## config.mk

```make
export PLATFORM = sky130hd
export DESIGN_NAME = synth_voice_allocator
export DESIGN_NICKNAME = d
export VERILOG_FILES = /design/src/hdl/svoice_pkg.sv /design/src/hdl/synth_voice_allocator.sv /design/src/hdl/svoice_ctrl.sv /design/src/hdl/svoice_dp.sv
export SDC_FILE = /design/constraint.sdc
export NUM_CORES = 1
export LEC_CHECK = 0
export ABC_AREA = 1
export BUFFER_PORTS_ARGS = -buffer_cell sky130_fd_sc_hd__buf_2
export CAP_MARGIN = 30
export CORE_UTILIZATION = 47
export CTS_CLUSTER_DIAMETER = 200
export DETAILED_ROUTE_END_ITERATION = 6
export SYNTH_ARGS = -nofsm -noshare
export SYNTH_HDL_FRONTEND = slang
export SYNTH_SLANG_ARGS = --single-unit
```

## constraint.sdc

```tcl
create_clock -name clk -period 7 [get_ports clk]
set_input_delay 0.7 -clock clk [delete_from_list [all_inputs] [get_ports clk]]
set_output_delay 0.7 -clock clk [all_outputs]
set_load 0.02 [all_outputs]
```

## src/hdl/svoice_pkg.sv

```systemverilog
// Shared types and constants for the synthesizer voice allocator.
`default_nettype none
package svoice_pkg;

	localparam int VOICE_COUNT = 8;
	localparam int VIDX_W      = (VOICE_COUNT > 1) ? $clog2(VOICE_COUNT) : 1;
	localparam int IDLE_BITS   = 8;
	localparam int STAMP_W     = 32;

	typedef logic [VIDX_W-1:0]  vidx_t;
	typedef logic [STAMP_W-1:0] stamp_t;

	localparam logic KIND_ON  = 1'b0;
	localparam logic KIND_OFF = 1'b1;

	localparam logic ACT_START   = 1'b0;
	localparam logic ACT_RELEASE = 1'b1;

	localparam logic [1:0] SRC_SAME      = 2'd0;
	localparam logic [1:0] SRC_FREE_IDLE = 2'd1;
	localparam logic [1:0] SRC_FREE_BUSY = 2'd2;
	localparam logic [1:0] SRC_STOLEN    = 2'd3;

	typedef struct packed {
		logic       kind;
		logic [6:0] note_number;
		logic [6:0] strike_velocity;
		logic [7:0] idle_mask;
	} req_t;

	typedef struct packed {
		logic [2:0] voice_slot;
		logic       action;
		logic [1:0] choice_source;
		logic [6:0] note_out;
		logic [6:0] velocity_out;
	} res_t;

	typedef enum logic [1:0] {
		ST_IDLE,
		ST_SCAN,
		ST_COMMIT
	} state_t;

	typedef struct packed {
		logic load;
		logic step;
		logic commit;
	} cmd_t;

	typedef struct packed {
		logic last;
	} stat_t;

endpackage
`default_nettype wire

```

## src/hdl/synth_voice_allocator.sv

```systemverilog
// Voice allocator top: controller and datapath that assign one note event at a time to a voice.
// The scan walks the voice tables one voice per cycle, then enters the commit state.
// busy is high through scan and commit; a new event is taken only once back in idle.
// done pulses for one cycle with the result; note-off of an unheld note gives none.
// Reset (arst_n low) frees all voices and clears stamps and the trigger counter.
`default_nettype none
module synth_voice_allocator (
	input  wire                 clk,
	input  wire                 arst_n,
	input  wire                 start,
	input  svoice_pkg::req_t    request,
	output logic                busy,
	output logic                done,
	output svoice_pkg::res_t    result
);

	svoice_pkg::cmd_t  cmd;
	svoice_pkg::stat_t stat;

	svoice_ctrl u_ctrl (
		.clk    (clk),
		.arst_n (arst_n),
		.start  (start),
		.stat   (stat),
		.busy   (busy),
		.cmd    (cmd)
	);

	svoice_dp u_dp (
		.clk     (clk),
		.arst_n  (arst_n),
		.request (request),
		.cmd     (cmd),
		.stat    (stat),
		.done    (done),
		.result  (result)
	);

endmodule
`default_nettype wire

```

## src/hdl/svoice_ctrl.sv

```systemverilog
// Controller state machine: load, scan over the voices, commit.
`default_nettype none
module svoice_ctrl (
	input  wire                 clk,
	input  wire                 arst_n,
	input  wire                 start,
	input  svoice_pkg::stat_t   stat,
	output logic                busy,
	output svoice_pkg::cmd_t    cmd
);

	svoice_pkg::state_t state_q, state_d;

	always_ff @(posedge clk or negedge arst_n) begin
		if (!arst_n) begin
			state_q <= svoice_pkg::ST_IDLE;
		end else begin
			state_q <= state_d;
		end
	end

	always_comb begin
		state_d = state_q;
		cmd     = '0;
		busy    = 1'b1;
		unique case (state_q)
			svoice_pkg::ST_IDLE: begin
				busy = 1'b0;
				if (start) begin
					cmd.load = 1'b1;
					state_d  = svoice_pkg::ST_SCAN;
				end
			end
			svoice_pkg::ST_SCAN: begin
				cmd.step = 1'b1;
				if (stat.last) begin
					state_d = svoice_pkg::ST_COMMIT;
				end
			end
			svoice_pkg::ST_COMMIT: begin
				cmd.commit = 1'b1;
				state_d    = svoice_pkg::ST_IDLE;
			end
			default: begin
				state_d = svoice_pkg::ST_IDLE;
			end
		endcase
	end

	a_scan_to_commit: assert property (@(posedge clk) disable iff (!arst_n)
		(state_q == svoice_pkg::ST_SCAN && stat.last) |=> state_q == svoice_pkg::ST_COMMIT)
		else $error("scan end did not lead to commit");

	a_commit_to_idle: assert property (@(posedge clk) disable iff (!arst_n)
		cmd.commit |=> (state_q == svoice_pkg::ST_IDLE && !busy))
		else $error("commit did not return to idle");

	a_start_to_scan: assert property (@(posedge clk) disable iff (!arst_n)
		(start && !busy) |=> (state_q == svoice_pkg::ST_SCAN && cmd.step))
		else $error("accepted event did not start a scan");

endmodule
`default_nettype wire

```

## src/hdl/svoice_dp.sv

```systemverilog
// Datapath: voice tables, scan accumulators, commit and result register.
`default_nettype none
module svoice_dp (
	input  wire                 clk,
	input  wire                 arst_n,
	input  svoice_pkg::req_t    request,
	input  svoice_pkg::cmd_t    cmd,
	output svoice_pkg::stat_t   stat,
	output logic                done,
	output svoice_pkg::res_t    result
);

	// voice tables
	logic                   free_q  [svoice_pkg::VOICE_COUNT];
	logic [6:0]             note_q  [svoice_pkg::VOICE_COUNT];
	svoice_pkg::stamp_t     stamp_q [svoice_pkg::VOICE_COUNT];
	svoice_pkg::stamp_t     cnt_q;

	svoice_pkg::req_t       req_q;
	svoice_pkg::vidx_t      idx_q;

	// scan accumulators
	logic                   found_q;
	svoice_pkg::vidx_t      match_idx_q;
	logic                   free_any_q;
	logic                   free_idle_q;
	svoice_pkg::vidx_t      free_idx_q;
	svoice_pkg::stamp_t     best_age_q;
	svoice_pkg::vidx_t      best_idx_q;

	logic                   done_q;
	svoice_pkg::res_t       res_q;

	logic [5:0]             idx_ext;
	logic                   cur_idle;
	logic                   cur_free;
	svoice_pkg::stamp_t     cur_age;
	svoice_pkg::vidx_t      pick;
	logic [1:0]             src;
	logic                   is_off;
	logic                   emit;
	svoice_pkg::stamp_t     cnt_next;

	assign stat.last = (idx_q == svoice_pkg::VIDX_W'(svoice_pkg::VOICE_COUNT - 1));
	assign done      = done_q;
	assign result    = res_q;

	// voices past the idle mask count as busy
	assign idx_ext  = 6'(idx_q);
	assign cur_idle = (idx_ext < 6'(svoice_pkg::IDLE_BITS)) && req_q.idle_mask[idx_ext[2:0]];
	assign cur_free = free_q[idx_q];
	assign cur_age  = cnt_q - stamp_q[idx_q];
	assign cnt_next = cnt_q + svoice_pkg::STAMP_W'(1);

	always_comb begin
		pick = match_idx_q;
		src  = svoice_pkg::SRC_SAME;
		if (!found_q) begin
			if (free_any_q) begin
				pick = free_idx_q;
				src  = free_idle_q ? svoice_pkg::SRC_FREE_IDLE : svoice_pkg::SRC_FREE_BUSY;
			end else begin
				pick = best_idx_q;
				src  = svoice_pkg::SRC_STOLEN;
			end
		end
	end

	assign is_off = (req_q.kind == svoice_pkg::KIND_OFF);
	assign emit   = !is_off || found_q;

	always_ff @(posedge clk) begin
		if (cmd.load) begin
			req_q <= request;
		end
		if (cmd.step) begin
			if (!found_q && !cur_free && note_q[idx_q] == req_q.note_number) begin
				match_idx_q <= idx_q;
			end
			if (cur_free && (!free_any_q || (cur_idle && !free_idle_q))) begin
				free_idx_q  <= idx_q;
				free_idle_q <= cur_idle;
			end
			// strictly larger age wins, so ties keep the lower voice
			if (idx_q == '0 || cur_age > best_age_q) begin
				best_age_q <= cur_age;
				best_idx_q <= idx_q;
			end
		end
		if (cmd.commit) begin
			res_q.voice_slot    <= 3'(pick);
			res_q.note_out      <= req_q.note_number;
			if (is_off) begin
				res_q.action        <= svoice_pkg::ACT_RELEASE;
				res_q.choice_source <= svoice_pkg::SRC_SAME;
				res_q.velocity_out  <= '0;
			end else begin
				res_q.action        <= svoice_pkg::ACT_START;
				res_q.choice_source <= src;
				res_q.velocity_out  <= req_q.strike_velocity;
			end
		end
	end

	always_ff @(posedge clk or negedge arst_n) begin
		if (!arst_n) begin
			idx_q      <= '0;
			found_q    <= 1'b0;
			free_any_q <= 1'b0;
			done_q     <= 1'b0;
			cnt_q      <= '0;
			for (int i = 0; i < svoice_pkg::VOICE_COUNT; i++) begin
				free_q[i]  <= 1'b1;
				note_q[i]  <= '0;
				stamp_q[i] <= '0;
			end
		end else begin
			done_q <= cmd.commit && emit;
			if (cmd.load) begin
				idx_q      <= '0;
				found_q    <= 1'b0;
				free_any_q <= 1'b0;
			end else if (cmd.step) begin
				idx_q <= idx_q + svoice_pkg::VIDX_W'(1);
				if (!found_q && !cur_free && note_q[idx_q] == req_q.note_number) begin
					found_q <= 1'b1;
				end
				if (cur_free) begin
					free_any_q <= 1'b1;
				end
			end
			if (cmd.commit && emit) begin
				if (is_off) begin
					free_q[pick] <= 1'b1;
				end else begin
					cnt_q         <= cnt_next;
					free_q[pick]  <= 1'b0;
					note_q[pick]  <= req_q.note_number;
					stamp_q[pick] <= cnt_next;
				end
			end
		end
	end

	a_done_after_commit: assert property (@(posedge clk) disable iff (!arst_n)
		done_q |-> $past(cmd.commit))
		else $error("result strobe without a commit");

	a_cnt_on_start: assert property (@(posedge clk) disable iff (!arst_n)
		!$stable(cnt_q) |-> ($past(cmd.commit) && $past(req_q.kind) == svoice_pkg::KIND_ON))
		else $error("trigger counter moved outside a note-on commit");

	a_release_zero_vel: assert property (@(posedge clk) disable iff (!arst_n)
		(done_q && res_q.action == svoice_pkg::ACT_RELEASE) |->
		(res_q.velocity_out == '0 && res_q.choice_source == svoice_pkg::SRC_SAME))
		else $error("release result carries velocity or source");

endmodule
`default_nettype wire
```

==> Word level (Yosys, flattened, before mapping) <==
Index checks and enable logic that the tools add are counted.
W data, S select, Z words.
{ "op_classes": {"addsub": 3, "n_lt_le_gt_ge": 6, "eq_ne": 6, "muxes": 42, "n_bitwise": 6, "n_reduce_logical": 28} }
{ "op_table": {"columns": ["cell", "n"], "rows": [
  ["$bwmux W256", 1],
  ["$bmux W32 S3", 1],
  ["$demux W32 S3", 1],
  ["$mux W32", 3],
  ["$bwmux W56", 1],
  ["$add A32 B1 Y32 const B", 1],
  ["$gt A32 B32 Y1", 1],
  ["$sub A32 B32 Y32", 1],
  ["$bmux W7 S3", 1],
  ["$demux W7 S3", 1],
  ["$mux W7", 3],
  ["$mux W1", 15],
  ["$mux W3", 5],
  ["$reduce_and A2 Y1", 7],
  ["$mux W2", 5],
  ["$and A8 B8 Y8", 1],
  ["$ge A4 B4 Y1 const B", 2],
  ["$lt A3 B4 Y1 const B", 2],
  ["$mux W8", 1],
  ["$not A3 Y4", 2],
  ["$not A8 Y8", 1],
  ["$or A8 B8 Y8", 1],
  ["$eq A7 B7 Y1", 1],
  ["$logic_and A1 B1 Y1", 7],
  ["16 further kinds", 26]
]} }
{ "totals": {"register_bits": 445, "in_bits": 26, "out_inout_bits": 22, "wordCells": 135} }

==> Logic depth before layout (Yosys ltp) <==
Gate-level depths: netlist of run 1.
{ "logic_depth": {"ltp_word": 10, "mapped_depth": 30, "ltp_nobuf": 27} }

==> Cells and area by module <==
A second synthesis of run 1 with hierarchy kept.
{ "unflattened": {"cells_unflattened": 2625, "area_unflattened_um2": 22192.5} }
{ "modules_own_cells": {"columns": ["module", "instances", "cells_per_inst", "area_per_inst_um2", "seq_area_each_um2"], "rows": [
  ["svoice_dp", 1, 2610, 22086.2, 11521.0],
  ["svoice_ctrl", 1, 15, 106.4, 50.0]
]} }

==> Worst setup path before layout of run 1 <==
No wires, ideal clock.
{ "synth_path": {"path_kind": "flip-flop to flip-flop", "from": "register u_dp.idx_q[0]", "to": "register u_dp.best_age_q[0] (enable)", "setup_ns": 0.439, "t_arrival_ns": 5.413, "t_required_ns": 6.561, "slack_ns": 1.148, "path_stages_with_launch": 29, "n_path_buf": 3, "period_less_slack_ns": 5.852, "path_cell_list": "dfrtp_1 inv_1 buf_2 buf_2 clkbuf_1 nor2_1 o22ai_1 nor2_1 a31oi_1 ha_1 inv_1 fa_1 nand3_1 nand2_1 a21o_1 nand2_1 nand2_1 nand2_1 nand2_1 nand2_1 nand2_1 ha_1 nand2_1 nor2_1 nor3b_1 nand2_1 nand2_1 nand2_1 a21oi_1"} }
{ "synth_via": {"elab_chain_cells": 8, "word_cells_on_any_way": 9, "classes_between": "add/sub (1); order compare (1); mux (3); bitwise (1); reduce/logical (3)"} }
{ "synth_lines": {"columns": ["element", "line_no", "rtl"], "rows": [
  ["start: declaration", "svoice_dp.sv:20", "svoice_pkg::vidx_t idx_q;"],
  ["start signal: assignment", "svoice_dp.sv:124", "idx_q <= idx_q + svoice_pkg::VIDX_W'(1);"],
  ["$not A3 Y4 (not written as such)", "svoice_dp.sv:52", "assign cur_age = cnt_q - stamp_q[idx_q];"],
  ["$bmux W32 S3", "svoice_dp.sv:52", null],
  ["$mux W32 (not written as such) (2 in series)", "svoice_dp.sv:52", null],
  ["$sub A32 B32 Y32", "svoice_dp.sv:52", null],
  ["net u_dp.cur_age[28]", "svoice_dp.sv:37", "svoice_pkg::stamp_t cur_age;"],
  ["$gt A32 B32 Y1", "svoice_dp.sv:85", "if (idx_q == '0 || cur_age > best_age_q) begin"],
  ["$logic_or A1 B1 Y1", "svoice_dp.sv:85", null],
  ["$reduce_and A2 Y1 (no source line)", null, null],
  ["end signal: assignment", "svoice_dp.sv:86", "best_age_q <= cur_age;"],
  ["end: declaration", "svoice_dp.sv:28", "svoice_pkg::stamp_t best_age_q;"]
]} }
The timed path passes the listed nets, and every way through them passes these cells. The select of a mux whose other input is x is not followed.
A chain may end at the register's enable or synchronous reset.

==> Worst setup path in the final report of run 1 <==
{ "layout_path": {"from": "register u_dp.idx_q[1]", "to": "register u_dp.best_age_q[9] (enable)"} }
The elaborated chain is that of the path after synthesis.

==> results.py, run 1 <==
metrics = {
    "status": {
        "status": "finished with violations",
        "violations": "DRC",
    },
    "floorplan": {
        "start_util_pct": 47.53,
        "ios": 48,
        "core_um2": 47650,
        "fp.dieArea_um2": 49060,
        "fp.dieW_um": 221.5,
        "row_count": 80,
        "die_h_um": 221.5,
    },
    "worst_setup_path": {
        "crit_type": "flip-flop to flip-flop",
        "critical_path_required_ns": 7.25,
        "cp_data_arrival_time_ns": 6.24,
        "path_delay_family": "compound AO/OA/AOI/OAI gates",
        "path_common_cell": "nand2_1",
        "startpoint_type": "flip-flop",
        "critPathMaxFanout": 32,
        "cp.depth": 22,
        "reg2reg_to": "u_dp.best_age_q[9]",
        "r2r-start": "u_dp.idx_q[1]",
        "crit_slowest_cell": "dfrtp_4",
        "max_stage_delay_ns": 0.64,
        "cp_cell_sequence": "inv_2 > buf_4 > a21oi_1 > o21ai_0 > o21ai_0 > o21ai_0 > ha_1 > a21o_1 > a21oi_1 > o21ai_0 > a21oi_1 > nand2_1 > nand2_1 > nand2_1 > ha_1 > nand4_1 > nor3b_1 > nand2_1 > nand2_1 > nand2_1 > a21oi_4 > buf_4",
        "reg2reg_depth": 22,
        "cp.buffers_inverters": 3,
        "reg2reg_slack_ns": 1.01,
        "cp-end-kind": "flip-flop",
    },
    "pwr": {
        "p_per_area_nw_per_um2": 397.3,
        "ir_drop_uv": 297.8,
        "p_leak_nw": 11.87,
    },
    "timing": {
        "skew_ns": 0.01998,
        "drv_slew": 0,
        "rsz0062_at_grt": "false",
        "fin_tns_setup_ns": 0,
        "tightestPinTransition_ns": 0.9917,
        "final.period_utilization_pct": 85.54,
        "finalSetupViolations": 0,
        "hold_viol": 0,
        "max_freq_mhz": 167.0,
        "period_needed_ns": 5.988,
        "slew_headroom_pct": 33.88,
    },
    "place": {
        "port_buffers": 47,
        "gp_congestion": 0.9091,
        "place_hpwl_um": 40430,
        "dp_cells": 3359,
    },
    "layout": {
        "final_cells": 3450,
        "syn_to_final_growth_pct": 10.64,
        "final_cell_mix": "nand2_1, o21ai_0, dfrtp_1",
        "n_antenna_cell": 0,
        "fin_nets": 2892,
        "mostFrequentLayoutCell": "nand2_1",
        "drive_above_1_share_pct": 7.549,
    },
    "global_routing": {
        "grt_overflow": 0,
        "grt_max_degree": 170,
        "grt_pass1_vias": 18190,
        "antenna_found_initial": 0,
        "grt.total_usage_pct": 26.53,
        "grt_pass1_wl_um": 102700,
    },
    "detailed_routing": {
        "via_per_inst": 5.467,
        "vias": 18860,
        "drtIter0Drc": 1491,
        "drcViolationCount": 1,
        "postRouteAntennaNets": 0,
        "dr.pass1.iters": 7,
        "wire_per_inst_um": 18.55,
        "routed_wl_um": 63990,
    },
    "synth": {
        "synth_nets": 2893,
        "synthArstFlopShare_pct": 80.90,
        "ys_seq_area_share_pct": 51.10,
        "avgSynthCellArea_um2": 8.091,
        "synthDistinctLibCells": 46,
        "synth_cells": 2799,
        "synth-seq-cells": 445,
        "ys_warn_count": 0,
        "synth_edf_count": 85,
        "synth.cell_area_um2": 22650,
        "synth_ff_type": "dfrtp_1",
    },
    "clock_tree": {
        "cts_hold_buffers": 0,
        "cts_resized": 0,
        "tritoncts": "built",
        "clk_pin_slew_worst_paths_ns": 0.06,
        "h-tree-depth": 2,
        "clock_tree.buffer_depth": 3,
        "clk-insertion-delay-late_ns": 0.60,
        "clockRootBuffer": "clkbuf_16",
        "cts_sinks": 445,
        "cts_setup_buffers": 0,
        "cts_buffers": 50,
    },
    "run": {
        "cap_violations": 0,
    },
    "worst_hold_path": {
        "hold_path_class": "input port to asynchronous set/reset pin",
    },
}
## cells in the mapped netlist (2+ instances only)
library cell / instances / area share, %
o211ai_1: 6 / 0.20
buf_2: 44 / 0.97
clkbuf_1: 64 / 1.1
o21ai_0: 399 / 8.8
dfstp_2: 8 / 0.93
xor2_2: 3 / 0.22
o21ai_1: 15 / 0.33
inv_1: 237 / 3.9
nand2_1: 907 / 15
nand4_1: 12 / 0.33
nor2_4: 2 / 0.099
nand3b_1: 3 / 0.099
buf_4: 13 / 0.43
nor3_2: 5 / 0.22
buf_1: 4 / 0.066
edfxtp_1: 85 / 11
a21oi_1: 126 / 2.8
nor2_1: 196 / 3.2
o21ai_2: 2 / 0.077
xnor2_4: 2 / 0.24
ha_1: 67 / 3.7
xor2_1: 40 / 1.5
xnor2_1: 6 / 0.23
nor2_2: 6 / 0.17
inv_2: 12 / 0.20
o221ai_1: 13 / 0.50
o21a_1: 5 / 0.17
buf_6: 5 / 0.25
nand3_1: 94 / 2.1
a31oi_1: 4 / 0.11
a21o_1: 6 / 0.20
o22ai_1: 16 / 0.44
nor3_1: 21 / 0.46
dfrtp_1: 352 / 39
nand2_2: 8 / 0.22
## flip-flops by register name, indices dropped and copies added, names as in the netlist, named ones only
signal	flops
u_dp.found_q	1
u_dp.free_any_q	1
u_dp.is_off	1
u_dp.free_idx_q	3
u_ctrl.state_q	2
u_dp.note_q	56
u_dp.done	1
u_dp.result	20
u_dp.stamp_q	256
u_dp.idx_q	3
u_dp.free_idle_q	1
u_dp.cnt_q	32
u_dp.req_q	22
u_dp.match_idx_q	3
u_dp.best_idx_q	3
u_dp.best_age_q	32
## through the flow
step / setup WS [ns] / utilization (%) / area (µm²) / hold WS [ns] / power (W)
6_report: 1.012 / 52.59 / 25060 / 0.1525 / 0.009954
5_1_grt: 0.6606 / 52.59 / 25060 / 0.2315 / 0.01064
4_1_cts: 1.093 / 52.47 / 25000 / 0.1820 / 0.009992
3_5_place_dp: 1.090 / 48.99 / 23340 / 0.4607 / 0.007292
3_3_place_gp: 1.180 / 48.88 / 23290 / 0.4566 / 0.007255
2_1_floorplan: 1.148 / - / 22650 / 0.4044 / 0.006053
## power by group
| group | leakage (nW) | internal [W] | total (W) | switching, W |
|---|---|---|---|---|
| sequential | 5.76 | 0.00309 | 0.00324 | 0.000154 |
| clock | 0.819 | 0.00159 | 0.00267 | 0.00108 |
| combinational | 5.30 | 0.00123 | 0.00404 | 0.00281 |
## how the worst max path moves through the flow
stage | from | endpoint | slack [ns]
final | u_dp.idx_q[1] | u_dp.best_age_q[9] | 1.01
after global routing | u_dp.idx_q[1] | u_dp.best_age_q[8] | 0.66
after CTS | u_dp.idx_q[1] | u_dp.best_age_q[10] | 1.09
after detailed placement | u_dp.idx_q[1] | u_dp.best_age_q[26] | 1.09
after global placement | u_dp.idx_q[1] | u_dp.best_age_q[31] | 1.18
after floorplan | u_dp.idx_q[0] | u_dp.best_age_q[0] | 1.15
## area by class of cell
type,count,area [µm²]
fill,4500,22590
sequential,445,11580
multi-input combinational,1973,9525
clock buffer,72,1465
inverter,250,940.9
tap,615,769.5
timing repair buffer,78,583.1
clock inverter,17,191.4
## cells by family after synthesis
kind of cell | Yosys count | synth area share, %
compound gates | 594 | 13.74
simple gates | 1260 | 22.19
xor+xnor | 51 | 2.238
fa+ha+maj | 68 | 3.790
buf+inv | 381 | 6.945
flops | 445 | 51.10
## metal layers
metal,routed length (µm),GRT usage (%),share of wire [%]
met1,30800,39.39,48
met2,28320,40.71,44
met3,3370,2.783,5.3
met4,1498,8.669,2.3
met5,0,0,0
No activity file was read; power rests on OpenSTA's default activity.
==> inputs of run 2 (changes only) <==
CELL_PAD_IN_SITES_DETAIL_PLACEMENT = 1   (was unset)
CELL_PAD_IN_SITES_GLOBAL_PLACEMENT = 2   (was unset)
CORE_UTILIZATION = 39   (was 47)
PLACE_DENSITY_LB_ADDON = 0.1   (was unset)
TNS_END_PERCENT = 10   (was unset)
==> run 2 against run 1 <==
The flow now finishes without violations. First-iteration DRC count shrank 17%. Final area grew 1.2%. Count of clock-buffer cells in the layout grew 11. Sequential cell count is the same. Register-to-register slack gained 0.33 ns. Die area grew 20%. Global-route usage shrank 0.59 points. Power grew 2.4%. Largest cell class unchanged.
==> results.py, run 2 (synthesis gave the netlist of run 1 again) <==
metrics = {
    "worst_setup_path": {
        "startpoint_type": "flip-flop",
        "critPathMaxFanout": 54,
        "critical_path_required_ns": 7.27,
        "crit_type": "flip-flop to flip-flop",
        "cp_data_arrival_time_ns": 5.93,
        "cp-end-kind": "flip-flop",
    },
    "global_routing": {
        "grt.total_usage_pct": 25.94,
        "antenna_found_initial": 0,
        "grt_pass1_vias": 19830,
        "grt_max_degree": 170,
        "grt_overflow": 0,
        "grt_pass1_wl_um": 119100,
    },
    "status": {
        "status": "completed",
    },
    "clock_tree": {
        "h-tree-depth": 2,
        "tritoncts": "built",
        "cts_buffers": 52,
        "clk-insertion-delay-late_ns": 0.62,
        "clock_tree.buffer_depth": 3,
        "cts_setup_buffers": 0,
        "clockRootBuffer": "clkbuf_16",
        "cts_resized": 0,
        "clk_pin_slew_worst_paths_ns": 0.06,
        "cts_sinks": 445,
        "cts_hold_buffers": 0,
    },
    "timing": {
        "tightestPinTransition_ns": 1.013,
        "fin_tns_setup_ns": 0,
        "slew_headroom_pct": 32.39,
        "period_needed_ns": 5.661,
        "final.period_utilization_pct": 80.87,
        "rsz0062_at_grt": "false",
        "skew_ns": 0.04973,
        "drv_slew": 0,
        "max_freq_mhz": 176.7,
        "hold_viol": 0,
        "setup_ws_ns": 1.339,
        "finalSetupViolations": 0,
    },
    "layout": {
        "multiInputGateArea_um2": 9525,
        "fillers": 6831,
        "reg.largest.list": "u_dp.stamp_q x256, u_dp.note_q x56",
        "fin_util_pct": 44.53,
        "syn_to_final_growth_pct": 11.94,
        "mostFrequentLayoutCell": "nand2_1",
        "largest_reg_flops": 256,
        "register_area_um2": 11580,
        "drive_above_1_share_pct": 7.968,
        "regMostFlops": "u_dp.stamp_q",
        "fin_nets": 2902,
        "final_cell_mix": "nand2_1, o21ai_0, dfrtp_1",
        "n_antenna_cell": 0,
    },
    "pwr": {
        "p_per_area_nw_per_um2": 402.2,
        "ir_drop_uv": 265.0,
        "p_leak_nw": 11.93,
    },
    "detailed_routing": {
        "vias": 19030,
        "postRouteAntennaNets": 0,
        "drcViolationCount": 0,
        "drtIter0Drc": 1231,
        "via_per_inst": 5.278,
        "dr.pass1.iters": 7,
        "routed_wl_um": 74930,
        "wire_per_inst_um": 20.79,
    },
    "floorplan": {
        "fp.dieArea_um2": 59030,
        "ios": 48,
        "start_util_pct": 39.78,
        "die_h_um": 243.0,
        "core_um2": 56930,
        "row_count": 87,
        "fp.dieW_um": 243.0,
    },
    "run": {
        "cap_violations": 0,
    },
    "place": {
        "port_buffers": 47,
        "gp_congestion": 0.8915,
        "place_hpwl_um": 48600,
        "place_ws_ns": 1.390,
    },
    "worst_hold_path": {
        "hold_path_class": "input port to asynchronous set/reset pin",
    },
}
run 2: cell count changes in the layout (fill, tap and decap cells not counted), moves of 4 or more:
cell	previous run	this run
bufinv_16	4	0
clkbuf_8	11	15
buf_4	25	29
buf_12	2	9
clkbuf_1	10	15
run 2: final timing paths:
check	to	from	slack [ns]	cells past startpoint
worst max-delay path	u_dp.best_age_q[19]	u_dp.idx_q[0]	1.34	23
max in group asynchronous	u_dp.idx_q[0]	arst_n	5.56	2
worst max register to register	u_dp.best_age_q[19]	u_dp.idx_q[0]	1.34	23
worst min-delay path	u_dp.stamp_q[98]	arst_n	0.09	1
worst min register to register	u_dp.stamp_q[61]	u_dp.stamp_q[61]	0.47	2
min in group clk	u_dp.req_q[5]	request[5]	0.26	1
run 2: final cells by class:
type                            count  share of cell area [%]
Multi-Input combinational cell   1973                   37.58
Inverter                          250                   3.712
Timing Repair Buffer               86                   2.646
Clock inverter                     12                  0.3850
Sequential cell                   445                   45.68
Clock buffer                       83                   6.268
Tap cell                          756                   3.731
run 2: layer usage:
layer / track usage (%) / share of wire, %
met1: 37.38 / 48
met2: 42.31 / 47
met3: 2.355 / 3.1
met4: 5.605 / 1.7
met5: 0 / 0
run 2: worst max-delay path, cell delays in order (launching register included):
cell     delay [ns]
dfrtp_4        0.50
inv_4          0.49
buf_4          0.40
a21oi_1        0.10
o21ai_0        0.09
o21ai_0        0.09
o21ai_0        0.60
ha_1           0.42
nand2_1        0.16
nor2_1         0.09
inv_1          0.12
o21ai_0        0.10
a21oi_1        0.30
nand2_1        0.09
nand2_1        0.06
nand2_1        0.08
ha_1           0.34
nand4_1        0.13
nor3b_1        0.36
nand2_1        0.09
nand2_1        0.07
nand2_1        0.10
a21oi_4        0.24
buf_12         0.26
run 2: report_power, final:
group          internal (W)  switching (W)
clock               0.00155        0.00113
sequential          0.00308       0.000135
combinational       0.00129        0.00300
run 2: per-stage QoR:
step	cells	hold WS [ns]	cell area (µm²)	total power, W
after global placement	3504	0.4568	23550	0.007432
after global routing	3605	0.1324	25350	0.01094
after CTS	3604	0.1037	25330	0.01030
after detailed placement	3509	0.4601	23640	0.007560
after floorplan	2799	0.4044	22650	0.006053
final	3605	0.08966	25350	0.01020
